### src/hdl/qre_pkg.sv
`timescale 1ns / 1ps

package qre_pkg;

  localparam int QW = 16;
  localparam int RW = 32;
  localparam int AW = 35;
  localparam int MW = 34;
  localparam int PW = 2 * MW;
  localparam int NW = 64;
  localparam int DW = 40;
  localparam int HW = 20;
  localparam int RATE_SHIFT = 18;
  localparam int XW = 36;
  localparam int ZW = 35;

  localparam int CORDIC_STEPS_DEF = 16;

  localparam logic [HW-1:0] STEP_RESET = HW'(1000);
  localparam logic [MW-1:0] US_X2 = MW'(2000000);
  localparam logic signed [ZW-1:0] HALF_PI = ZW'(64'd1686629713);
  localparam logic [31:0] POS_MAX = 32'h7FFF_FFFF;
  localparam logic [31:0] NEG_MAX = 32'h8000_0000;

  localparam logic [29:0] ATAN_LUT [32] = '{
    30'd843314857, 30'd497837829, 30'd263043837, 30'd133525159, 30'd67021687,
    30'd33543516, 30'd16775851, 30'd8388437, 30'd4194283, 30'd2097149,
    30'd1048576, 30'd524288, 30'd262144, 30'd131072, 30'd65536, 30'd32768,
    30'd16384, 30'd8192, 30'd4096, 30'd2048, 30'd1024, 30'd512, 30'd256,
    30'd128, 30'd64, 30'd32, 30'd16, 30'd8, 30'd4, 30'd2, 30'd1, 30'd0
  };

  // {negate, index of previous component}, row = result component, col = current component
  localparam logic [2:0] QMUL_MAP [16] = '{
    3'b000, 3'b001, 3'b010, 3'b011,
    3'b101, 3'b000, 3'b111, 3'b010,
    3'b110, 3'b011, 3'b000, 3'b101,
    3'b111, 3'b110, 3'b001, 3'b000
  };

endpackage

### src/hdl/qre_mul.sv
`timescale 1ns / 1ps

module qre_mul (
  input  logic                             clk_i,
  input  logic signed [qre_pkg::MW-1:0]    a_i,
  input  logic signed [qre_pkg::MW-1:0]    b_i,
  output logic signed [qre_pkg::PW-1:0]    p_o
);
  import qre_pkg::*;

  logic signed [PW-1:0] p_q;

  always_ff @(posedge clk_i) begin
    p_q <= a_i * b_i;
  end

  assign p_o = p_q;

endmodule

### config.mk
export PLATFORM = sky130hd
export DESIGN_NAME = qre_mul
export DESIGN_NICKNAME = d
export VERILOG_FILES = /design/src/hdl/qre_pkg.sv /design/src/hdl/qre_mul.sv
export SDC_FILE = /design/constraint.sdc
export NUM_CORES = 2
export LEC_CHECK = 0
export ABC_AREA = 1
export BUFFER_PORTS_ARGS = -buffer_cell sky130_fd_sc_hd__buf_2
export CAP_MARGIN = 20
export CORE_ASPECT_RATIO = 1.4
export CORE_MARGIN = 8
export CORE_UTILIZATION = 50
export DETAILED_ROUTE_END_ITERATION = 10
export MAX_ROUTING_LAYER = met4
export PLACE_DENSITY = 0.63
export RECOVER_POWER = 25
export SKIP_LAST_GASP = 1
export SYNTH_ARGS = -nofsm -noshare
export SYNTH_HDL_FRONTEND = slang
export SYNTH_SLANG_ARGS = --single-unit
### constraint.sdc
create_clock -name clk_i -period 13.6 [get_ports clk_i]
set_clock_uncertainty 0.1 [all_clocks]
set_input_delay 0.68 -clock clk_i [delete_from_list [all_inputs] [get_ports clk_i]]
set_output_delay 0.68 -clock clk_i [all_outputs]
set_load 0.03 [all_outputs]
# Word level (Yosys, flattened, before mapping)

Cells that the tools add are included.

Register bits after elaboration: 68
Bits of input ports: 69

Multipliers: 1

Operators by type and width:

| kind                                           | count |
|---|---|
| 34-bit by 34-bit multiplier with 68-bit output | 1 |

# Depth between registers and ports, before layout

Depth in word-level cells: 1
Depth in mapped cells: 35

# Worst setup path before layout

OpenSTA, ideal clock, no wires.

Path type: input to register
From: in a_i[33] (netlist bit)
To: reg p_q[66] (netlist: p_o[66])
Path buffers: 2
Required time: 13.388 ns
Setup slack: 5.997 ns
Data arrival time: 7.391 ns
Library setup time: 0.112 ns
Cell stages on the path: 24
Cells stage by stage: clkbuf_1 > clkbuf_1 > nand2_1 > inv_1 > fa_1 > fa_1 > fa_1 > fa_1 > inv_1 > fa_1 > fa_1 > inv_1 > fa_1 > fa_1 > ha_1 > nand2_1 > nor2_1 > inv_1 > nor2_2 > nand2_1 > nor3_1 > nand2_2 > nand3_1 > nand2_1

Cells in the longest elaborated chain, start to end: 1

RTL lines:

| item                                           | RTL line      | source |
|---|---|---|
| start, declared                                | qre_mul.sv:5  | `input logic signed [qre_pkg::MW-1:0] a_i,` |
| 34-bit by 34-bit multiplier with 68-bit output | qre_mul.sv:14 | `p_q <= a_i * b_i;` |
| end signal, assigned                           | qre_mul.sv:14 |  |
| end, declared                                  | qre_mul.sv:11 | `logic signed [PW-1:0] p_q;` |

No other way between the ends.

# Final worst setup path

From: in b_i[7] (netlist bit)
To: reg p_q[65] (netlist: p_o[65])

Cells in the longest elaborated chain, start to end: 1

RTL lines:

| item                                           | RTL line      | source |
|---|---|---|
| start, declared                                | qre_mul.sv:6  | `input logic signed [qre_pkg::MW-1:0] b_i,` |
| 34-bit by 34-bit multiplier with 68-bit output | qre_mul.sv:14 |  |

No other way between the ends.

==> metrics.txt <==
status finished, violations left; failing checks capacitance limit, slew limit; crit-path max cell delay 1.26 ns; Routed Antenna Nets 0; DRT iter0 DRCs 2170; max reg flops 68; CTS root buf clkbuf_16; Crit Path Max Fanout 34; CP Capture Type flop; Finished Layout Cells 7102; largest net degree at the start of global routing 36; critical path class in -> reg; antenna violations before repair 5; H-tree level count 3; row count 132; CTS sink cnt 68; Slew @ Worst Pin 1.92 ns; GRT overflow 0; first-pass GRT wire length 216000 um; element type at the critical path start primary input; placed cells 7081; post-route design area 0.0480 mm2; clock-pin transition on the worst setup and hold timing paths 0.06 ns; f_max 117 MHz; Initial Utilization 50.2%; post-synth top area cell fa_1; Synth Flop Type dfxtp_1; Final Cycle Share 63.1%; top cells by area, synth fa_1 54%, inv_1 17%, nand2_1 13%, ha_1 5.5%, dfxtp_1 2.9%; Post-Syn Area 0.0462 mm2; vias in the first global route 39400; Placer Congestion 0.968; syn_nets 7486; CTS tree done; top-area cell type share of the netlist area 53.7%; CP max stage cell fa_1; hold_buf cts 0; DRT Pass-1 Iters 6; family with the most delay on the worst path adder cells; wirelength, routed 135000 um; WL/cell 19.0 um; clock buffer depth 2; worst path bufs/invs 6; Syn Inst Count 5972; Resized cells post-CTS 0; Final Hold Fails 0; All-Layer GR Usage 27.9%; dpl hpwl 113000 um; count of flip-flops with a built-in enable after synthesis 0; residual DRC count 0; FF+latch count, synth 68; max_slew headroom -28.3%; minimum clock period 8.58 ns; most used cell, CP fa_1; final-report max-slew violation count 28; worst path arrival time 8.71 ns; total negative slack 0 ns; Core Area 0.0922 mm2; nets 7401; total number of vias 35500; unrepaired setup endpoints after global routing false; post-synthesis cell type count 32; Mapped Avg Cell Area 7.74 um2; Synth warnings 0; die extent in x 273 um; Final Setup Violations 0; TritonCTS Buffers 9; max cap viols 1; ys async rst share 0%; fraction of layout cells with a size suffix above 1 3.70%; dpl cell area 0.0477 mm2; Post-CTS Repair Setup Buffers 0; P&R area growth vs syn 3.75%; # port buffers 136; die height 376 um; Hold WC Path Type in -> reg; die area 0.103 mm2; IO Pins 137; Worst EP required 13.73 ns; Seq/Total Area, Yosys 2.95%; Vias/cell 5.00
==> metal layers <==
| layer | vias up | track usage [%] | share of wire, % |
|---|---|---|---|
| li1 | 15800 | - | - |
| met1 | 18200 | 31.0 | 36 |
| met2 | 1073 | 51.4 | 55 |
| met3 | 353 | 2.17 | 4.2 |
| met4 | 0 | 11.3 | 4.7 |
| met5 | - | - | 0 |
==> through the flow <==
step	hold WS, ns	setup WS (ns)	utilization, %
2_1_floorplan	0.859	6.00	-
3_3_place_gp	1.02	4.76	51.7
3_5_place_dp	1.02	4.66	51.7
4_1_cts	0.810	4.99	52.0
5_1_grt	0.830	4.55	52.0
6_report	0.799	5.02	52.0
==> final cells by class <==
class / count / area, um2
diodes: 4 / 10.0
clock buffers: 9 / 225
clock inverters: 7 / 57.6
fillers: 9124 / 44200
inverters: 2119 / 7950
multi-input cells: 3514 / 35900
flip-flops and latches: 68 / 1360
well taps: 1206 / 1510
repair buffers: 175 / 948
==> layout by cell type, fill, tap and decap left out, drive strengths merged <==
cell type	n
dfxtp	68
nand3	77
and2	1
clkinv	1
o21a	1
xnor2	2
ha	204
fa	1241
nand3b	3
nand2b	1
nor3	22
clkinvlp	3
diode	4
nor2	124
or2	8
a21oi	63
xor2	33
nor4	1
clkbuf	43
buf	141
nand4	19
a21o	1
o21ai	19
nand2	1683
o21bai	11
inv	2122
==> Yosys cell counts, types with 18 or more instances <==
cell type	number
nand2_1	1661
o21ai_0	18
nand2_2	20
nand3_1	70
inv_1	2116
nand4_1	19
xor2_1	33
dfxtp_1	68
fa_1	1241
nor2_1	115
clkbuf_1	269
a21oi_1	59
ha_1	204
==> worst paths after layout <==
check / from / slack, ns / end / cells after the start
setup / recovery: b_i[7] / 5.02 / p_o[65] / 26
hold / removal: b_i[0] / 0.80 / p_o[0] / 4
==> logic make-up after synthesis <==
group	Yosys count	synth area share, %
AOI/OAI and AO/OA	95	1.13
xor gates and xnor gates	35	0.663
adders and majority gates	1445	59.3
buffers and inverters	2390	19.4
DFF	68	2.95
and+or+nand+nor	1939	16.6
Power is not shown: default switching activity piles up to over one toggle a cycle in this logic, so the estimate is an artifact.
