===== config.mk =====
export PLATFORM = sky130hd
export DESIGN_NAME = qre_cordic
export DESIGN_NICKNAME = d
export VERILOG_FILES = /design/src/hdl/qre_pkg.sv /design/src/hdl/qre_cordic.sv
export SDC_FILE = /design/constraint.sdc
export NUM_CORES = 1
export LEC_CHECK = 0
export ABC_AREA = 1
export BUFFER_PORTS_ARGS = -buffer_cell sky130_fd_sc_hd__buf_4
export CORE_UTILIZATION = 39
export DETAILED_ROUTE_END_ITERATION = 10
export PLACE_DENSITY_LB_ADDON = 0.12
export SLEW_MARGIN = 20
export SYNTH_ARGS = -nofsm -noshare
export SYNTH_HDL_FRONTEND = slang
export SYNTH_SLANG_ARGS = --single-unit

===== constraint.sdc =====
create_clock -name clk_i -period 5.76 [get_ports clk_i]
set_input_delay 1.152 -clock clk_i [delete_from_list [all_inputs] [get_ports clk_i]]
set_output_delay 1.152 -clock clk_i [all_outputs]
set_load 0.05 [all_outputs]

===== src/hdl/qre_pkg.sv =====
`timescale 1ns / 1ps

package qre_pkg;

  localparam int QW = 16;
  localparam int RW = 32;
  localparam int AW = 35;
  localparam int MW = 34;
  localparam int PW = 2 * MW;
  localparam int NW = 64;
  localparam int DW = 40;
  localparam int HW = 20;
  localparam int RATE_SHIFT = 18;
  localparam int XW = 36;
  localparam int ZW = 35;

  localparam int CORDIC_STEPS_DEF = 16;

  localparam logic [HW-1:0] STEP_RESET = HW'(1000);
  localparam logic [MW-1:0] US_X2 = MW'(2000000);
  localparam logic signed [ZW-1:0] HALF_PI = ZW'(64'd1686629713);
  localparam logic [31:0] POS_MAX = 32'h7FFF_FFFF;
  localparam logic [31:0] NEG_MAX = 32'h8000_0000;

  localparam logic [29:0] ATAN_LUT [32] = '{
    30'd843314857, 30'd497837829, 30'd263043837, 30'd133525159, 30'd67021687,
    30'd33543516, 30'd16775851, 30'd8388437, 30'd4194283, 30'd2097149,
    30'd1048576, 30'd524288, 30'd262144, 30'd131072, 30'd65536, 30'd32768,
    30'd16384, 30'd8192, 30'd4096, 30'd2048, 30'd1024, 30'd512, 30'd256,
    30'd128, 30'd64, 30'd32, 30'd16, 30'd8, 30'd4, 30'd2, 30'd1, 30'd0
  };

  // {negate, index of previous component}, row = result component, col = current component
  localparam logic [2:0] QMUL_MAP [16] = '{
    3'b000, 3'b001, 3'b010, 3'b011,
    3'b101, 3'b000, 3'b111, 3'b010,
    3'b110, 3'b011, 3'b000, 3'b101,
    3'b111, 3'b110, 3'b001, 3'b000
  };

endpackage


===== src/hdl/qre_cordic.sv =====
`timescale 1ns / 1ps

module qre_cordic #(
  parameter int STEPS = qre_pkg::CORDIC_STEPS_DEF
) (
  input  logic               clk_i,
  input  logic               rst_ni,
  input  logic               start_i,
  input  logic signed [31:0] x_i,
  input  logic [31:0]        y_i,
  output logic               done_o,
  output logic [31:0]        phi_o
);
  import qre_pkg::*;

  localparam int CW = $clog2(STEPS);

  logic signed [XW-1:0] x_q, x_d, y_q, y_d, xs, ys, dx, dy;
  logic signed [ZW-1:0] z_q, z_d, at;
  logic [CW-1:0]        cnt_q, cnt_d;
  logic [4:0]           k;
  logic                 busy_q, busy_d, done_q, done_d;

  always_comb begin
    xs     = XW'(x_i);
    ys     = signed'({{(XW-32){1'b0}}, y_i});
    k      = 5'(cnt_q);
    dx     = y_q >>> k;
    dy     = x_q >>> k;
    at     = signed'({{(ZW-30){1'b0}}, ATAN_LUT[k]});
    x_d    = x_q;
    y_d    = y_q;
    z_d    = z_q;
    cnt_d  = cnt_q;
    busy_d = busy_q;
    done_d = 1'b0;
    if (start_i) begin
      cnt_d  = '0;
      busy_d = 1'b1;
      if (x_i < 0) begin
        x_d = ys;
        y_d = -xs;
        z_d = HALF_PI;
      end else begin
        x_d = xs;
        y_d = ys;
        z_d = '0;
      end
    end else if (busy_q) begin
      if (y_q > 0) begin
        x_d = x_q + dx;
        y_d = y_q - dy;
        z_d = z_q + at;
      end else begin
        x_d = x_q - dx;
        y_d = y_q + dy;
        z_d = z_q - at;
      end
      cnt_d = cnt_q + CW'(1);
      if (cnt_q == CW'(STEPS - 1)) begin
        busy_d = 1'b0;
        done_d = 1'b1;
      end
    end
  end

  always_ff @(posedge clk_i or negedge rst_ni) begin
    if (!rst_ni) begin
      busy_q <= 1'b0;
      done_q <= 1'b0;
      cnt_q  <= '0;
    end else begin
      busy_q <= busy_d;
      done_q <= done_d;
      cnt_q  <= cnt_d;
    end
  end

  always_ff @(posedge clk_i) begin
    x_q <= x_d;
    y_q <= y_d;
    z_q <= z_d;
  end

  assign done_o = done_q;
  assign phi_o  = (z_q < 0) ? 32'd0 : z_q[31:0];

endmodule


**Word level (Yosys, flattened, before mapping)**

Memories as Yosys holds them, arrays and structs flattened.
Cells that the tools add are included.

- Latch bits: 0
- Bits in writable memories: 0
- Output and inout port bits: 33
- Register bits: 113
- Input port bits: 67
- Memories: 1
- ROM bits: 960

Memory list:

| memory | words | bits a word | read ports | clocked after Yosys merged registers in | write ports | line | RTL |
|---|---|---|---|---|---|---|---|
| (no name shown) | 32 | 30 | 1 | 0 | 0 | qre_cordic.sv:30 | `at = signed'({{(ZW-30){1'b0}}, ATAN_LUT[k]});` |

- Reduce and logical (&&, ||, !) cells: 1
- Divide/modulo/power cells: 0
- Multipliers: 0
- Bitwise gates (word level): 1
- Eq/ne operators: 1
- Shifts and indexed selects: 2
- Add/subtract/negate cells: 8
- $lt $le $gt $ge: 4
- Muxes and demuxes: 23

Operators by type and width:

| operator | count |
|---|---|
| 2-to-1 mux 36 bit | 8 |
| 2-to-1 mux 35 bit | 3 |
| adder 36 bit | 2 |
| >>> shifter 36 x 4 -> 36 bit | 2 |
| subtractor 36 bit | 2 |
| 2-to-1 mux 30 bit | 2 |
| > comparator 36 x 1 -> 1 bit (second input constant) | 1 |
| negator 32 -> 36 bit | 1 |
| adder 35 x 31 -> 35 bit | 1 |
| < comparator 35 x 1 -> 1 bit (second input constant) | 1 |
| subtractor 35 x 31 -> 35 bit | 1 |
| < comparator 32 x 1 -> 1 bit (second input constant) | 1 |
| 2-to-1 mux 32 bit | 1 |
| 2-to-1 mux 31 bit | 1 |
| 2-to-1 mux 4 bit | 2 |
| greater-or-equal comparator 6 bit (second input constant) | 1 |
| 2-to-1 mux 1 bit | 6 |
| NOT 4 -> 6 bit | 1 |
| adder 4 x 1 -> 4 bit (second input constant) | 1 |
| == test 4 bit (second input constant) | 1 |
| nonzero test 2 bit | 1 |

**Logic depth before layout (Yosys ltp)**

Gate-level depths: netlist of the first run.

- Depth in word-level cells: 8
- Gate-level depth with buffers: 32
- Mapped depth without buffers: 31

**Worst setup path after synthesis of the first run**

OpenSTA, ideal clock, no wires.

- Path type: in2reg
- From: input start_i
- To: register x_q[0], enable pin
- Cell stages on the path: 3
- Arrival time: 3.329 ns
- Slack: 1.450 ns
- Cell sequence: clkinv_1 -> clkbuf_1 -> nand2_1

- Word-level cells in the longest chain between the ends: 1

RTL lines:

| item | line | RTL |
|---|---|---|
| start, declared | qre_cordic.sv:8 | `input logic start_i,` |
| nonzero test 2 bit (no source line) | n/a |  |
| end signal, assigned | qre_cordic.sv:80 | `x_q <= x_d;` |
| end, declared | qre_cordic.sv:18 | `logic signed [XW-1:0] x_q, x_d, y_q, y_d, xs, ys, dx, dy;` |

No other way between the ends.
A chain may end at the register's enable or synchronous reset.

**Final worst setup path of the first run**

- From: register cnt_q[1]
- To: register y_q[29], data pin

- Word-level cells in the longest chain between the ends: 5

RTL lines:

| item | line | RTL |
|---|---|---|
| start, declared | qre_cordic.sv:20 | `logic [CW-1:0] cnt_q, cnt_d;` |
| start signal, assigned | qre_cordic.sv:75 | `cnt_q <= cnt_d;` |
| >>> shifter 36 x 4 -> 36 bit (*) | qre_cordic.sv:29 | `dy = x_q >>> k;` |
| adder 36 bit or subtractor 36 bit (tied branches) | qre_cordic.sv:56, qre_cordic.sv:52 |  |
| 2-to-1 mux 36 bit (*) | qre_cordic.sv:50 | `if (y_q > 0) begin` |
| 2-to-1 mux 36 bit (*) | qre_cordic.sv:49 | `end else if (busy_q) begin` |
| 2-to-1 mux 36 bit (*) | qre_cordic.sv:37 | `if (start_i) begin` |
| net y_d[29] | qre_cordic.sv:18 |  |
| end signal, assigned | qre_cordic.sv:81 | `y_q <= y_d;` |
| end, declared | qre_cordic.sv:18 |  |

The timed path passes the listed nets; every way through them passes the cells marked *. The select of a mux whose other input is x is not followed.

==> results.txt, run 1 <==
Status = finished, final reports clean
Final critical-path required period = 5.40 ns
Pin count of the biggest net entering global routing = 67
Top_reg_cell synth = edfxtp_1
Worst skew pair latency = 0.50 ns
Synth Cell Area = 17400 sq um
FMAX = 185 MHz
# hold bufs at CTS = 0
CTS tree = built
Routed wire length = 76.0 mm
Top delay family on crit path = simple AND/OR/NAND/NOR gates
DRT iter0 DRCs = 1913
CP Depth = 23
Slowest-stage cell, CP = nor2_1
Area Growth Syn to Fin = 11.7%
Final Hold Vio Count = 0
H-tree Lvls = 4
Syn Area/Cell = 6.12 sq um
Fin crit share = 93.7%
CTS max path bufs = 2
Synth warnings = 0
Cell chain of the critical path = buf_12, nor2_4, inv_2, nor2_1, nand2_1, nand3_1, a21oi_2, nand3_1, nor2_2, nor2_1, xor2_1, inv_1, ha_1, a21oi_1, o21ai_0, a21oi_1, nand2_1, nand3_1, nand2_1, a21oi_1, o21ai_0, o21ai_0, nand2_1
Die Ht = 213 microns
Max incr delay on CP = 0.78 ns
Final Max Slew Viols = 0
Max-cap violation count = 0
Pin slew with the least headroom to its limit = 1.07 ns
GRT Total Usage = 33.4%
Clock-pin slew on the worst setup and hold paths = 0.06 ns
Syn nets = 3033
Via count = 20200
Setup bufs post-CTS = 0
Adder-cell share of the synthesized area = 8.61%
Compound-Gate Fraction of Synth Area = 19.3%
Vias in the first global route = 18600
Crit start category = flip-flop
Worst clock skew = 0.0194 ns
Reg2Reg Depth = 23
Crit end category = flip-flop
Crit-path most repeated cell = nand2_1
Crit path DAT = 5.65 ns
Fraction of layout instances using a drive strength above 1 = 8.46%
HPWL Detailed = 62.0 mm
FF-to-FF Start = cnt_q[1]
Routed Antenna Nets = 0
Critical path class = reg2reg
Final Setup Violations = 0
Hold crit path type = in2async
Global placer's final weighted congestion = 1.02
Grt total ovfl = 0
Rows = 77
Largest family of logic cells by synthesized area = simple AND/OR/NAND/NOR gates
Final net count = 3105
Max-slew headroom = 28.6%
Root Buffer = clkbuf_16
Cells after synthesis = 2848
Register area share after synthesis = 19.3%
R2r setup slk = 0.36 ns
First-pass DRT Iterations = 6
EDFF count, synth = 107
Initial antenna violation count = 1
Critical path fanouts, max = 64
Synth unique cells = 60
Post-synthesis mux area share = 0.172%
Die area = 45500 sq um
PortBufs = 99
Post-route DRC violation count = 0
CTS sink count = 113
Initial Util = 39.5%
Core area = 44100 sq um
Synth Area in Simple Gates = 37.2%
Io pins = 100
Placed inst area = 18900 sq um
XOR/XNOR Fraction of Synth Area = 6.43%
Finished Cell Area = 19500 sq um
Cts bufs inserted = 17
Reg-to-reg endpoint = y_q[29]
Routed length per instance = 21.5 microns
Chip width = 213 microns
Buf/Inv on CP = 3
Via density = 5.73
First-pass GRT wire length = 112 mm
Synth Register Bits = 113
RSZ-0062 raised after global routing = true
Async set or reset register ratio after synthesis = 5.31%
CP required = 6.01 ns
per-stage QoR:
stage / TNS (ns) / worst slack (ns) / util (%) / cells / hold WS (ns)
final: 0 / 0.360 / 44.1 / 3526 / 0.487
after detailed placement: 0 / 0.313 / 42.8 / 3493 / 0.560
after global placement: 0 / 0.338 / 42.8 / 3493 / 0.577
after global routing: -0.0422 / -0.0290 / 44.1 / 3525 / 0.470
after floorplan: 0 / 1.45 / - / 2848 / 0.522
after CTS: 0 / 0.309 / 44.1 / 3525 / 0.455
kinds of logic (layout without fill, tap and decap cells):
family,Yosys count,after routing
simple gates,1529,1529
compound gates,578,578
buf+inv,380,465
xor+xnor,127,127
fa+ha+maj,118,118
flops,113,113
mux,3,3
other cells,0,1
what timing repair did:
action,in CTS,in global routing
setup endpoints to repair,0,6
hold endpoints to repair,0,0
gates resized for setup,0,4
cell usage in the layout (no fill, tap or decap), drive strengths merged, types with 2 or more instances in the layout:
cell type and count:
a211oi 2, a21boi 11, a21o 12, a21oi 202, a221oi 9, a22oi 19, a31oi 37, a32oi 4
and2 6, and3 2, buf 156, bufinv 2, clkbuf 25, clkinv 5, dfrtp 6, edfxtp 107
fa 3, ha 115, inv 277, mux2i 3, nand2 742, nand3 362, nand3b 5, nand4 23
nor2 319, nor3 35, nor4 19, o211ai 28, o21a 13, o21ai 196, o21bai 6, o221ai 8
o22ai 22, o31ai 4, or2 14, xnor2 58, xor2 69
state kept, by name, summed over array words and instances (netlist names):
name and count:
z_q 35, cnt_q 4, busy_q 1, done_o 1, x_q 36, y_q 36
synth_stat cells (11+ instances only):
master	n	area share [%]
o21a_1	13	0.56
a22oi_1	19	0.82
a21oi_2	11	0.55
xor2_1	68	3.4
o211ai_1	28	1.2
ha_1	115	8.3
inv_1	267	5.8
buf_2	30	0.86
o22ai_1	22	0.79
a31oi_1	37	1.3
nor4_1	19	0.68
nand3_1	361	10
nor2_2	11	0.40
nand2_1	738	16
buf_1	13	0.28
buf_4	16	0.69
nand4_1	23	0.83
o21ai_0	171	4.9
a21oi_1	191	5.5
xnor2_1	58	2.9
o21ai_1	23	0.66
nor2_1	306	6.6
a21o_1	12	0.52
or2_2	13	0.47
clkbuf_1	38	0.82
edfxtp_1	107	18
nor3_1	35	1.0
worst max path at each step:
stage / from / endpoint
3_5_place_dp: cnt_q[1] / z_q[29]
4_1_cts: cnt_q[1] / z_q[29]
2_1_floorplan: start_i / x_q[0]
5_1_grt: cnt_q[1] / y_q[34]
6_report: cnt_q[1] / y_q[29]
3_3_place_gp: y_q[13] / x_q[35]
area by class of cell:
class                           instances  area (sq um)
Fill cell                            4872         24700
Sequential cell                       113          3370
Clock buffer                           25           485
Inverter                              277          1040
Timing Repair Buffer                  156          1230
Multi-Input combinational cell       2355         12500
Tap cell                              592           741
Antenna cell                            1          2.50
Clock inverter                          7          83.8
layer usage:
layer | wire, microns | up-vias | part of all wire (%) | GRT usage (%)
li1 | - | 9864 | - | -
met1 | 32000 | 9439 | 42 | 42.1
met2 | 35700 | 773 | 47 | 55.8
met3 | 4450 | 141 | 5.9 | 4.61
met4 | 3830 | 0 | 5.0 | 17.1
met5 | 0 | - | 0 | 0
Power of run 1 is not shown: default switching activity piles up to over one toggle a cycle in this logic, so the estimate is an artifact.
==> run 2, diff against run 1 <==
CORE_UTILIZATION = 60   (was 39)
==> run 2 against run 1 <==
  * The run now ends with DRC left
  * Clock-buffer cell count is 8 lower
  * Via count rose by 5.3%
  * Flip-flop and latch count stayed put
  * Critical path type unchanged
  * Critical endpoint is now z_q[33]
==> results.txt, run 2 (synthesized netlist as in run 1, its figures left out) <==
Status = finished, violations left
Failing checks = DRC
Die area = 29700 sq um
Highest Signal Layer = met5
Crit end category = flip-flop
Max-slew headroom = 37.1%
First-pass GRT wire length = 106 mm
Hold_ws = 0.499 ns
FF-to-FF Start = cnt_q[0]
Initial antenna violation count = 5
Routed Antenna Nets = 0
Setup crit start = cnt_q[0]
CTS max path bufs = 2
Grt total ovfl = 0
Clock-pin slew on the worst setup and hold paths = 0.07 ns
PortBufs = 99
HPWL Detailed = 55.4 mm
CTS tree = built
Cts bufs inserted = 17
DRT iter0 DRCs = 3018
Chip width = 172 microns
Pin count of the biggest net entering global routing = 59
H-tree Lvls = 4
Final critical-path required period = 5.53 ns
Fraction of layout instances using a drive strength above 1 = 8.03%
Critical path class = reg2reg
FMAX = 181 MHz
Max-cap violation count = 0
Post-route DRC violation count = 2
Fin crit share = 96.0%
Critical path fanouts, max = 48
GRT Total Usage = 48.1%
Worst skew pair latency = 0.47 ns
Fin Setup TNS = 0 ns
Worst clock skew = 0.0151 ns
Setup bufs post-CTS = 0
Commonest non-fill, non-tap cell in the layout = nand2_1
Vias in the first global route = 19100
Final Hold Vio Count = 0
Worst setup endpoint = z_q[33]
Via count = 21300
Metal-1 WL = 26.3 mm
Finished Cell Area = 19100 sq um
Global placer's final weighted congestion = 1.07
Reg2Reg Depth = 22
Pin slew with the least headroom to its limit = 0.942 ns
Commonest cells after routing, fill and taps aside = nand2_1 (737), nand3_1 (361), nor2_1 (304)
Area Growth Syn to Fin = 9.49%
R2r setup slk = 0.23 ns
Hold crit path type = in2async
Core area = 28600 sq um
Final Setup Violations = 0
Final net count = 3085
CTS sink count = 113
Root Buffer = clkbuf_16
# hold bufs at CTS = 0
Regs by FF count = x_q (36), y_q (36), z_q (35)
CP required = 6.07 ns
Routed wire length = 71.0 mm
Initial Util = 60.9%
Final Max Slew Viols = 0
Met2 wire len = 29.7 mm
First-pass DRT Iterations = 11
Io pins = 100
Reg-to-reg endpoint = z_q[33]
RSZ-0062 raised after global routing = false
Met3 wire len = 9.05 mm
Crit path DAT = 5.84 ns
Routed length per instance = 21.5 microns
Die Ht = 172 microns
Via density = 6.45
Crit start category = flip-flop
Rows = 62
Placed inst area = 18400 sq um
run 2: per-layer routing:
layer / up-vias / global-route usage [%]
met3: 383 / 15.6
met4: 6 / 36.0
li1: 9828 / -
met5: - / 1.22
met1: 9541 / 57.6
met2: 1527 / 71.7
run 2: stage by stage:
step	instances	worst slack, ns	util (%)
3_5_place_dp	3264	0.557	64.5
6_report	3301	0.232	66.6
4_1_cts	3296	0.516	66.5
2_1_floorplan	2848	1.45	-
5_1_grt	3298	0.0346	66.6
3_3_place_gp	3264	0.495	64.5
run 2: worst max-delay path, stage by stage, from the launching register on:
cell	delay (ns)
dfrtp_2	0.50
buf_4	0.46
ha_1	0.30
o21ai_0	0.16
o22ai_1	0.40
inv_1	0.08
nor2_1	0.16
nand3_1	0.17
or2_1	0.33
nor2_1	0.16
nand2_1	0.29
nand2_4	0.24
xor2_1	0.12
ha_1	0.40
nand2_1	0.10
nor2_1	0.16
nand2_1	0.14
nor4_1	0.26
buf_4	0.19
nand3_1	0.19
o2111ai_1	0.25
o21ai_0	0.13
a21oi_1	0.17
run 2: repair_timing:
action	CTS	global route
endpoints found under the hold margin	0	0
endpoints found under the setup margin	0	8
gates resized for setup	0	3
run 2: worst min-delay path by stage:
| stage | startpoint | to | slack [ns] | cells after the start |
|---|---|---|---|---|
| 5_1_grt | rst_ni | done_o | 0.50 | 1 |
| 6_report | rst_ni | done_o | 0.50 | 1 |
| 4_1_cts | rst_ni | done_o | 0.50 | 1 |
| 3_5_place_dp | busy_q | cnt_q[2] | 0.59 | 2 |
| 3_3_place_gp | busy_q | cnt_q[1] | 0.57 | 2 |
| 2_1_floorplan | busy_q | cnt_q[2] | 0.52 | 2 |
run 2: layout make-up:
cell class                      instances  area [sq um]
Multi-Input combinational cell       2355         12500
Fill cell                            2652          9550
Sequential cell                       113          3370
Timing Repair Buffer                  136          1080
Inverter                              277          1040
Tap cell                              384           480
Clock buffer                           17           425
Clock inverter                         15           159
Antenna cell                            4          10.0
Power of run 2 is left out for the same reason.
