## config.mk

```make
export PLATFORM = sky130hd
export DESIGN_NAME = qre_sqrt
export DESIGN_NICKNAME = d
export VERILOG_FILES = /design/src/hdl/qre_pkg.sv /design/src/hdl/qre_sqrt.sv
export SDC_FILE = /design/constraint.sdc
export NUM_CORES = 1
export LEC_CHECK = 0
export BUFFER_PORTS_ARGS = -buffer_cell sky130_fd_sc_hd__buf_2
export CAP_MARGIN = 30
export CORE_ASPECT_RATIO = 0.6
export CORE_UTILIZATION = 50
export CTS_BUF_LIST = sky130_fd_sc_hd__clkbuf_2
export CTS_CLUSTER_DIAMETER = 100
export DETAILED_ROUTE_END_ITERATION = 10
export GPL_ROUTABILITY_DRIVEN = 0
export PLACE_DENSITY = 0.65
export SLEW_MARGIN = 20
export SYNTH_ARGS = -nofsm -noshare
export SYNTH_HDL_FRONTEND = slang
export SYNTH_SLANG_ARGS = --single-unit
export TNS_END_PERCENT = 30
```

## constraint.sdc

```tcl
create_clock -name clk_i -period 13.4 [get_ports clk_i]
set_input_delay 0 -clock clk_i [delete_from_list [all_inputs] [get_ports clk_i]]
set_output_delay 0 -clock clk_i [all_outputs]
set_load 0.01 [all_outputs]
```

## src/hdl/qre_pkg.sv

```systemverilog
`timescale 1ns / 1ps

package qre_pkg;

  localparam int QW = 16;
  localparam int RW = 32;
  localparam int AW = 35;
  localparam int MW = 34;
  localparam int PW = 2 * MW;
  localparam int NW = 64;
  localparam int DW = 40;
  localparam int HW = 20;
  localparam int RATE_SHIFT = 18;
  localparam int XW = 36;
  localparam int ZW = 35;

  localparam int CORDIC_STEPS_DEF = 16;

  localparam logic [HW-1:0] STEP_RESET = HW'(1000);
  localparam logic [MW-1:0] US_X2 = MW'(2000000);
  localparam logic signed [ZW-1:0] HALF_PI = ZW'(64'd1686629713);
  localparam logic [31:0] POS_MAX = 32'h7FFF_FFFF;
  localparam logic [31:0] NEG_MAX = 32'h8000_0000;

  localparam logic [29:0] ATAN_LUT [32] = '{
    30'd843314857, 30'd497837829, 30'd263043837, 30'd133525159, 30'd67021687,
    30'd33543516, 30'd16775851, 30'd8388437, 30'd4194283, 30'd2097149,
    30'd1048576, 30'd524288, 30'd262144, 30'd131072, 30'd65536, 30'd32768,
    30'd16384, 30'd8192, 30'd4096, 30'd2048, 30'd1024, 30'd512, 30'd256,
    30'd128, 30'd64, 30'd32, 30'd16, 30'd8, 30'd4, 30'd2, 30'd1, 30'd0
  };

  // {negate, index of previous component}, row = result component, col = current component
  localparam logic [2:0] QMUL_MAP [16] = '{
    3'b000, 3'b001, 3'b010, 3'b011,
    3'b101, 3'b000, 3'b111, 3'b010,
    3'b110, 3'b011, 3'b000, 3'b101,
    3'b111, 3'b110, 3'b001, 3'b000
  };

endpackage

```

## src/hdl/qre_sqrt.sv

```systemverilog
`timescale 1ns / 1ps

module qre_sqrt (
  input  logic                      clk_i,
  input  logic                      rst_ni,
  input  logic                      start_i,
  input  logic [qre_pkg::NW-1:0]    rad_i,
  output logic                      done_o,
  output logic [31:0]               root_o
);
  import qre_pkg::*;

  logic [NW-1:0] s_q, s_d, res_q, res_d, bit_q, bit_d, trial;
  logic          busy_q, busy_d, done_q, done_d;

  always_comb begin
    trial  = res_q + bit_q;
    s_d    = s_q;
    res_d  = res_q;
    bit_d  = bit_q;
    busy_d = busy_q;
    done_d = 1'b0;
    if (start_i) begin
      s_d    = rad_i;
      res_d  = '0;
      bit_d  = NW'(1) << (NW - 2);
      busy_d = 1'b1;
    end else if (busy_q) begin
      if (s_q >= trial) begin
        s_d   = s_q - trial;
        res_d = (res_q >> 1) + bit_q;
      end else begin
        res_d = res_q >> 1;
      end
      bit_d = bit_q >> 2;
      if (bit_q[0]) begin
        busy_d = 1'b0;
        done_d = 1'b1;
      end
    end
  end

  always_ff @(posedge clk_i or negedge rst_ni) begin
    if (!rst_ni) begin
      busy_q <= 1'b0;
      done_q <= 1'b0;
    end else begin
      busy_q <= busy_d;
      done_q <= done_d;
    end
  end

  always_ff @(posedge clk_i) begin
    s_q   <= s_d;
    res_q <= res_d;
    bit_q <= bit_d;
  end

  assign done_o = done_q;
  assign root_o = res_q[31:0];

endmodule

```

[After elaboration in Yosys (flattened, before gate mapping)]
Index checks and enable logic that the tools add are counted.
Cells by class
  add/subtract/negate cells: 3
  magnitude comparators: 1
  muxes and demuxes: 10
  reduce and logical (&&, ||, !) cells: 3
Operators by type and width (number)
  two-way mux 64 bit: 4
  adder 63 x 63 -> 64 bit: 1
  adder 64 x 63 -> 64 bit: 1
  >= comparator 64 bit: 1
  subtractor 64 bit: 1
  two-way mux 1 bit: 6
  nonzero test 2 bit: 2
  AND reduction 2 bit: 1
Storage, ports and cells
  register bits: 162
  output and inout bits: 33
  word-level logic and storage cells: 22

[Longest topological paths before layout]
Gate-level depths: netlist of run 1.
  depth in word-level cells: 5
  gate-level depth with buffers: 26
  gate-level depth less buffers: 23

[Worst setup path before layout of run 1]
No wires, ideal clock.
  path kind: register to register
  start point: reg res_q[2]
  end point: reg s_q[0] (enable)
  arrival: 8.898 ns
  required time: 12.825 ns
  path slack: 3.927 ns
  stages on the path, launching flop included: 22
  buffers on the path: 3
  period minus slack after synthesis: 9.473 ns
  cells stage by stage: dfxtp_1 > ha_1 > a31oi_1 > a211oi_1 > a31oi_1 > o21ai_1 > o2111ai_1 > a21oi_1 > o21ai_1 > a221oi_1 > a31o_2 > xnor2_1 > ha_1 > clkbuf_1 > nand4_1 > or2_2 > o221ai_1 > o41ai_1 > a21o_1 > buf_2 > buf_1 > o21ai_0
On the way
  cells in the longest elaborated chain, start to end: 4
RTL lines
  start, declared: RTL line qre_sqrt.sv:13  | logic [NW-1:0] s_q, s_d, res_q, res_d, bit_q, bit_d, trial;
  start signal, assigned: RTL line qre_sqrt.sv:55  | res_q <= res_d;
  adder 64 x 63 -> 64 bit: RTL line qre_sqrt.sv:17  | trial = res_q + bit_q;
  >= comparator 64 bit: RTL line qre_sqrt.sv:29  | if (s_q >= trial) begin
  nonzero test 2 bit (no source line)
  AND reduction 2 bit (no source line)
  end signal, assigned: RTL line qre_sqrt.sv:54  | s_q <= s_d;
  end, declared: RTL line qre_sqrt.sv:13
No other way between the ends.
A chain may end at the register's enable or synchronous reset.

[Final worst setup path of run 1]
  start point: reg res_q[2]
  end point: reg s_q[25] (enable)
The elaborated chain is that of the path after synthesis.

==> results.md, run 1 <==
- Clk slew on worst S/H paths: around 0.26 ns
- DR pass1 iterations: 6
- Crit path required time: around 14 ns
- Layout area overhead: 14.7%
- Hpwl dp: 38000 µm
- Pleak: 7.26 nW
- Hold path depth: 5
- Worst-margin pin slew: 1.15 ns
- Number of synthesized register bits: around 160
- Final hold vios: 0
- Final hold slack: 0.157 ns
- Synth Area per Inst: approximately 7.7 µm²
- Die height: around 140 µm
- Synth Warn #: 0
- Crit Reg-Reg Startpoint: res_q[2]
- H-tree Lvls: 4
- RSZ-0062 raised after global routing: no
- Top area cells in the synthesized netlist: dfxtp_1, edfxtp_1, ha_1, nand2_1, o21ai_0
- Final setup viols: 0
- Leading cell types in the layout, fill and taps excluded: nand2_1, nor2_1, o21ai_0
- Site Rows: 49
- R2R depth: 23
- IO Pins: 100
- Initial core utilization: 0.511
- CP delay by family, top: compound AO/OA/AOI/OAI gates
- Hold Path Origin: rad_i[59]
- Type of the most critical hold path: in2reg
- PD cells: around 180 nW/µm²
- Period utilisation layout: 0.548
- Cell area after synthesis: 15400 µm²
- Primary FF master, synth: dfxtp_1
- Layout cell share with drive strength beyond 1: 0.0843
- Seq/Total Area, Yosys: 0.253
- Setup Skew: 0.0672 ns
- Aggregate negative setup slack: 0 ns
- R2R setup slack: ~6.1 ns
- Min cycle time layout: around 7.3 ns
- Die X: around 230 µm
- Routed Antenna Nets: 0
- Routed vias: about 16000
- Setup WS pre-CTS: 6.12 ns
- CTS tree: built
- Reg-to-reg endpoint: s_q[25]
- I/O Buffers: between 90 and 100
- Fin nets: roughly 2300
- Nature of the critical path startpoint: flop
- Post-placement cell count: around 2400
- Max-cap violations: 0
- Number of enable flip-flop cells after synthesis: 64
- Syn nets: 2198
- Status: completed
- Vias per inst: 6.17
- Critical path peak fanout: 83
- # clock sinks: around 160
- First-pass GRT wire length: roughly 80000 µm
- Die ar.: ~32000 µm²
- Slack of the critical path: 6.06 ns
- Commonest non-fill, non-tap cell in the layout: nand2_1
- DRT iter0 DRCs: around 1900
- Tot GR Track Use: 0.319
- Largest net degree at the start of global routing: 87
- Area leader, netlist: dfxtp_1
- Maximum clock frequency: between 100 and 150 MHz
- Maximum vdd ir drop: approximately 0.13 mV
- CP Class: reg2reg
- CP Cell Sequence: ha_1, a31oi_1, a211oi_1, clkbuf_2, a31oi_1, o21ai_1, o2111ai_1, a21oi_1, o21ai_1, a221oi_1, a31o_2, xnor2_1, ha_1, a21oi_1, o21bai_1, a21oi_1, o21ai_1, o41ai_1, a21o_2, buf_4, o21ai_4, buf_16, buf_4
- Final core utilization: 0.587
- Hold Crit Endpoint: s_q[59]
- Gr ovfl total: 0
- FFs w/ async S/R, synth: 0.0123
- Clock latency at the later pin of the worst-skew pair: roughly 0.89 ns
- Final slew viol count: 0
- CP max stage cell: a221oi_1
- Distinct cell type count after synthesis: 85
- Finished layout cell area: between 15000 and 20000 µm²
- Routed WL: a little over 50000 µm
- Clk Tree Root Cell: clkbuf_2
- Buf+Inv Stages, Crit Path: 4
- Vias in the first global route: 14000
- Cts bufs inserted: 17
- Total power: around 3.3 mW
- Drt drc: 0
- Cells after Synth: 2000
- CORE AREA: about 30000 µm²
- Slowest stage delay, CP: 0.66 ns
- Routed wire per std cell: between 15 and 20 µm
- Synth top area share: 0.125
- Slew HR: 0.226
- Maximum root-to-sink buffer count: 2
- Non-filler cells, final: approximately 2600
- Arrival time worst endpoint: approximately 7.9 ns
- Placement Cell Area: 15900 µm²
- CP startpoint: res_q[2]
- Initial antenna violation count: 1
- Worst setup EP type: flop
## worst min-delay path: stages
cell	delay (ns)
dlygate4sd3_1	0.54
buf_2	0.13
nor2_1	0.08
a31oi_1	0.04
o311a_1	0.10
## worst max path at each step
stage	end	slack, ns	depth (start not counted)
detailed placement	s_q[0]	6.12	22
global placement	s_q[0]	6.03	20
finish	s_q[25]	6.06	23
global route	s_q[25]	5.69	22
floorplan	s_q[0]	3.93	21
CTS	s_q[25]	6.03	22
## layout make-up
| class | instances | area [µm²] |
|---|---|---|
| fillers | 2775 | 12400 |
| well taps | 408 | 510 |
| multi-input cells | 1653 | 10700 |
| diodes | 1 | 2.50 |
| clock buffers | 18 | 90.1 |
| inverters | 52 | 195 |
| flip-flops and latches | 162 | 3900 |
| repair buffers | 261 | 2110 |
| clock inverters | 14 | 160 |
## synth_stat cells, types with 41 or more instances
cell / n
nand2_1: 255
nor2_1: 194
o21ai_0: 154
ha_1: 130
a21oi_1: 124
dfxtp_1: 96
clkbuf_1: 84
xor2_1: 79
xnor2_1: 74
a31oi_1: 73
edfxtp_1: 64
o21ai_1: 53
a21o_1: 51
inv_1: 51
mux2i_1: 43
nand4_1: 42
nand3_1: 41
## cell families (layout without fill, tap and decap cells)
family                     Yosys count  after routing  synth area share
DFF                                162            162             0.253
AOI/OAI and AO/OA                  652            652             0.272
adders and majority gates          131            131             0.107
muxes                               46             46            0.0302
xor gates and xnor gates           153            153            0.0870
and+or+nand+nor                    671            671             0.197
other                                0              1                 0
buffers and inverters              185            345            0.0537
## timing repair
| item | CTS | global route |
|---|---|---|
| hold endpoints to repair | 145 | 0 |
| buffers inserted | 0 | 0 |
| gates resized for setup | 0 | 0 |
| hold buffers | 149 | 0 |
## power breakdown
part | switching (mW) | internal, mW
clock network | 0.199 | 0.105
registers | 0.109 | 0.709
logic | 1.34 | 0.795
## registers in the layout, indices dropped and copies added, names as in the netlist
register  count
bit_q        32
s_q          64
res_q        64
done_o        1
busy_q        1
## layer usage
| layer | GRT usage | vias up | routed length [µm] |
|---|---|---|---|
| met2 | 0.410 | 794 | 18600 |
| met5 | 0 | - | 0 |
| li1 | - | 7640 | - |
| met3 | 0.100 | 38 | 6040 |
| met4 | 0.0541 | 0 | 482 |
| met1 | 0.503 | 7371 | 25700 |
No activity file was read; power rests on OpenSTA's default activity.
==> run 2, diff against run 1 <==
Settings changed: PLACE_DENSITY 0.65 to 0.67.
Clock period 13.4 ns to 6.2 ns, I/O delays scaled along.
==> run 2 against run 1 <==
  * Via count is 1.8% higher
  * Clock-buffer cell count stayed put
  * Cell area is 3.1% higher
  * Largest power group unchanged
  * Total power is 130% higher
  * Non-clock buffer count is 49 higher
  * Sequential share of layout area is 0.65 points lower
  * Clock skew is 0.0092 ns higher
  * Fmax is 21% higher
==> results.md, run 2 (synthesis results as in run 1) <==
- First-pass GRT wire length: between 70000 and 80000 µm
- Commonest non-fill, non-tap cell in the layout: nand2_1
- Slack of the critical path: about 0.15 ns
- Max-cap violations: 0
- Critical path peak fanout: 49
- DR pass1 iterations: 8
- Status: completed
- Worst-margin pin slew: around 0.95 ns
- Clk slew on worst S/H paths: 0.32 ns
- Layout cell share with drive strength beyond 1: 0.107
- Routed vias: roughly 16000
- Die X: approximately 230 µm
- Maximum clock frequency: around 170 MHz
- Initial core utilization: 0.511
- Clock latency at the later pin of the worst-skew pair: roughly 0.93 ns
- Final hold vios: 0
- Crit path required time: 6.98 ns
- Fillers: approximately 2700
- Setup WS pre-CTS: -0.104 ns
- DRT iter0 DRCs: roughly 2200
- # clock sinks: about 160
- CP Class: reg2reg
- Gr ovfl total: 0
- FF+latch area: around 3900 µm²
- Routed WL: ~51000 µm
- Vias in the first global route: 14400
- Maximum root-to-sink buffer count: 2
- Final setup viols: 0
- Clk Tree Root Cell: clkbuf_2
- I/O Buffers: 99
- Hpwl dp: 37900 µm
- Vias per inst: around 6.2
- Arrival time worst endpoint: ~7 ns
- CTS tree: built
- H-tree Lvls: 4
- Nature of the critical path startpoint: flop
- Die height: 138 µm
- PD cells: approximately 400 nW/µm²
- Routed wire per std cell: ~20 µm
- Area of the multi-input gates: between 10000 and 15000 µm²
- CORE AREA: approximately 30000 µm²
- IO Pins: 100
- Maximum vdd ir drop: about 0.26 mV
- Routed Antenna Nets: 0
- Fin nets: 2394
- Min cycle time layout: 6.05 ns
- Largest net degree at the start of global routing: roughly 80
- Worst setup EP type: flop
- Initial antenna violation count: 1
- Leading cell types in the layout, fill and taps excluded: nand2_1, nor2_1, dlygate4sd3_1
- Drt drc: 0
- Tot GR Track Use: 0.323
- Final core utilization: 0.605
- Die ar.: ~32000 µm²
- Final slew viol count: 0
- Site Rows: just under 50
- Biggest regs: res_q: 64 flops, s_q: 64 flops, bit_q: 32 flops
- Period utilisation layout: 0.976
- Type of the most critical hold path: in2reg
- Cts bufs inserted: 17
- Setup Skew: 0.0765 ns
- Slew HR: 0.370
- Pleak: between 7 and 8 nW
- Layout area overhead: 18.3%
-- run 2: cell count changes in the layout (fill, tap and decap cells not counted), sizes merged, moves of 4 or more --
cell,delta
clkinv,-4
buf,+29
inv,+4
dlygate4sd3,+21
-- run 2: final timing paths --
kind | start | to | slack [ns] | cells after the start
worst max-delay path | res_q[8] | res_q[18] | 0.15 | 23
worst min-delay path | rad_i[59] | s_q[59] | 0.18 | 5
worst max register to register | res_q[8] | res_q[18] | 0.15 | 23
worst min register to register | res_q[0] | res_q[0] | 0.55 | 2
max in group asynchronous | rst_ni | busy_q | 5.63 | 4
min in group asynchronous | rst_ni | busy_q | 0.44 | 4
-- run 2: power breakdown --
group | internal (mW) | leakage (nW) | switching [mW] | total, mW
clock network | 0.196 | 0.150 | 0.454 | 0.649
logic | 1.92 | 5.90 | 3.03 | 4.94
registers | 1.53 | 1.46 | 0.223 | 1.76
-- run 2: per-layer routing --
layer	global-route usage	part of all wire	vias up
met4	0.0615	0.013	0
met1	0.491	0.49	7511
li1	-	-	7721
met3	0.106	0.13	56
met2	0.434	0.38	839
met5	0	0	-
-- run 2: cell type report --
| cell class | count | share of cell area |
|---|---|---|
| Multi-Input combinational cell | 1653 | 0.593 |
| Antenna cell | 1 | 0.000137 |
| Timing Repair Buffer | 310 | 0.141 |
| Sequential cell | 162 | 0.214 |
| Clock buffer | 18 | 0.00495 |
| Tap cell | 408 | 0.0280 |
| Inverter | 52 | 0.0107 |
| Clock inverter | 14 | 0.00824 |
-- run 2: timing repair --
action / in CTS / in global routing
setup endpoints to repair: 92 / 137
hold buffers: 170 / 0
pin swaps: 0 / 3
resized for setup: 3 / 24
hold endpoints to repair: 122 / 0
setup buffers: 3 / 3
-- run 2: through the flow --
step	hold WS, ns	instance area [µm²]	cells	TNS, ns	power [mW]
6_report	0.179	18200	2618	0	7.35
3_3_place_gp	-0.211	16100	2408	0	6.12
3_5_place_dp	-0.209	16100	2408	-0.848	6.20
2_1_floorplan	-0.296	15400	2000	0	5.00
4_1_cts	0.121	18100	2613	0	7.14
5_1_grt	0.149	18200	2618	-0.0731	7.85
-- run 2: critical path, cell delays in order (launching register included) --
cell	delay, ns
dfxtp_2	0.44
ha_1	0.32
and2_2	0.28
nand3_1	0.16
o21ai_4	0.27
buf_4	0.18
a211oi_2	0.09
o21ai_2	0.23
a41oi_2	0.14
buf_4	0.19
o41ai_1	0.44
a21boi_1	0.19
a311oi_1	0.48
ha_1	0.36
inv_1	0.13
o21bai_1	0.11
a21oi_1	0.24
o21ai_1	0.17
o41ai_2	0.45
a21o_2	0.18
buf_12	0.15
buf_12	0.23
o21ai_0	0.12
a221oi_1	0.33
==> run 3, diff against run 2 <==
Clock period 6.2 ns to 5.5 ns, I/O delays scaled along.
==> run 3 against run 2 <==
  * Sequential power grew 12%
  * Clock skew shrank 0.0053 ns
  * Utilization rose by 2.7 points
  * Die area unchanged
  * Worst setup slack worse by 0.072 ns
  * Clock-buffer cell count decreased by 1
  * Register-to-register slack worse by 0.07 ns
  * Final cell count up 2.3%
  * Sequential share of layout area decreased by 0.83 points
  * Worst hold slack lost 0.053 ns
==> results.md, run 3 (synthesis results as in run 1) <==
- Hpwl dp: ~40000 µm
- Fin nets: 2453
- Final setup viols: 0
- Hold Crit Endpoint: res_q[34]
- IO Pins: 100
- Critical path peak fanout: 16
- Final hold slack: between 0.1 and 0.15 ns
- Arrival time worst endpoint: a little over 6 ns
- CP dominant cell by count: ha_1
- Leading cell types in the layout, fill and taps excluded: nand2_1, nor2_1, dlygate4sd3_1
- H-tree Lvls: 4
- Hold Path Origin: start_i
- RSZ-0062 raised after global routing: yes
- Die X: roughly 230 µm
- Slew HR: 0.336
- # clock sinks: between 150 and 200
- DR pass1 iterations: 6
- First-pass GRT wire length: ~84000 µm
- Pleak: 7.82 nW
- Site Rows: just under 50
- CTS tree: built
- Initial antenna violation count: 3
- Nature of the critical path startpoint: flop
- Maximum clock frequency: 184 MHz
- Slowest stage delay, CP: between 0.4 and 0.5 ns
- Status: completed
- Hold path depth: 3
- Max-cap violations: 0
- Layout area overhead: 23.6%
- Layout cell share with drive strength beyond 1: 0.145
- PD cells: 462 nW/µm²
- Min cycle time layout: roughly 5.4 ns
- Clock latency at the later pin of the worst-skew pair: 0.94 ns
- Aggregate negative setup slack: 0 ns
- CP Cell Sequence: ha_1, ha_1, a21o_1, a31oi_4, o21ai_4, a21oi_2, nor3_1, a31o_1, o311a_1, nor2b_1, o21ai_1, xor2_1, ha_1, nand2_1, o21bai_1, a211oi_1, o221ai_2, o41ai_4, buf_4, a21o_2, o21ai_4, buf_4, clkbuf_16
- Drt drc: 0
- Routed WL: between 50000 and 60000 µm
- Routed vias: about 17000
- CP max stage cell: dfxtp_2
- Vias in the first global route: 14800
- Clk Tree Root Cell: clkbuf_2
- Reg-to-reg endpoint: s_q[1]
- Commonest non-fill, non-tap cell in the layout: nand2_1
- Maximum root-to-sink buffer count: 2
- Period utilisation layout: 0.987
- Tot GR Track Use: 0.343
- Crit Reg-Reg Startpoint: res_q[0]
- Final hold vios: 0
- Maximum vdd ir drop: ~0.34 mV
- Clk slew on worst S/H paths: 0.28 ns
- Die height: between 100 and 150 µm
- Worst-margin pin slew: about 1.0 ns
- Vias per inst: between 6 and 7
- DRT iter0 DRCs: 2408
- Setup WS pre-CTS: -0.0480 ns
- Cts bufs inserted: 17
- Gr ovfl total: 0
- Routed wire per std cell: around 21 µm
- Slack of the critical path: roughly 0.073 ns
- Biggest regs: res_q: 64 flops, s_q: 64 flops, bit_q: 32 flops
- Worst setup EP type: flop
- Die ar.: between 30000 and 40000 µm²
- Type of the most critical hold path: in2reg
- Setup Skew: approximately 0.071 ns
- Final slew viol count: 0
- I/O Buffers: 99
- Initial core utilization: 0.511
- CORE AREA: 30100 µm²
- CP Class: reg2reg
- R2R setup slack: 0.07 ns
- R2R depth: 23
- Crit path required time: between 6 and 7 ns
- Largest net degree at the start of global routing: just under 90
- Routed Antenna Nets: 0
-- run 3: layer usage --
metal / global-route usage / vias up / routed length, µm
li1: - / 7850 / -
met5: 0 / - / 13
met2: 0.450 / 1046 / 20800
met4: 0.0735 / 2 / 908
met3: 0.101 / 83 / 7670
met1: 0.532 / 7828 / 26400
-- run 3: where the power goes --
group / leakage, nW / switching, mW / internal (mW)
logic: 6.21 / 3.69 / 2.41
clock network: 0.136 / 0.546 / 0.178
registers: 1.47 / 0.248 / 1.72
total: 7.82 / 4.49 / 4.31
-- run 3: metrics by stage --
step	total power, mW	cells	util	area, µm²
CTS	8.24	2660	0.616	18600
detailed placement	7.16	2439	0.544	16400
floorplan	5.65	2000	-	15500
global placement	7.08	2439	0.544	16400
finish	8.80	2678	0.632	19000
global route	9.28	2678	0.632	19000
-- run 3: final cells by class --
class	instances	area (µm²)
diodes	2	5.00
clock buffers	17	85.1
clock inverters	15	145
fillers	2574	11100
inverters	52	195
multi-input cells	1654	11100
flip-flops and latches	162	3920
well taps	408	510
repair buffers	368	3070
-- run 3: worst max-delay path by stage --
stage	startpoint	end	cells after the start	slack, ns
after floorplan	res_q[8]	s_q[0]	20	0.008
after global placement	bit_q[0]	res_q[43]	21	0.06
after detailed placement	bit_q[0]	res_q[56]	24	-0.05
after CTS	bit_q[0]	s_q[45]	20	0.0007
after global routing	bit_q[4]	s_q[55]	22	-0.07
final	res_q[0]	s_q[1]	23	0.07
-- run 3: worst max-delay path, delay by kind of cell, from the launching register on --
family / cells / cell delay [ns]
compound gates: 13 / 2.72
fa+ha+maj: 3 / 0.79
buf+inv: 3 / 0.57
flops: 1 / 0.41
simple gates: 3 / 0.39
xor+xnor: 1 / 0.30
-- run 3: timing repair --
| item | CTS | global route |
|---|---|---|
| resized for setup | 11 | 74 |
| buffers inserted | 2 | 12 |
| setup endpoints to repair | 80 | 151 |
| hold endpoints to repair | 134 | 0 |
| gates cloned | 1 | 3 |
| pin swaps | 3 | 13 |
| hold buffers | 186 | 0 |
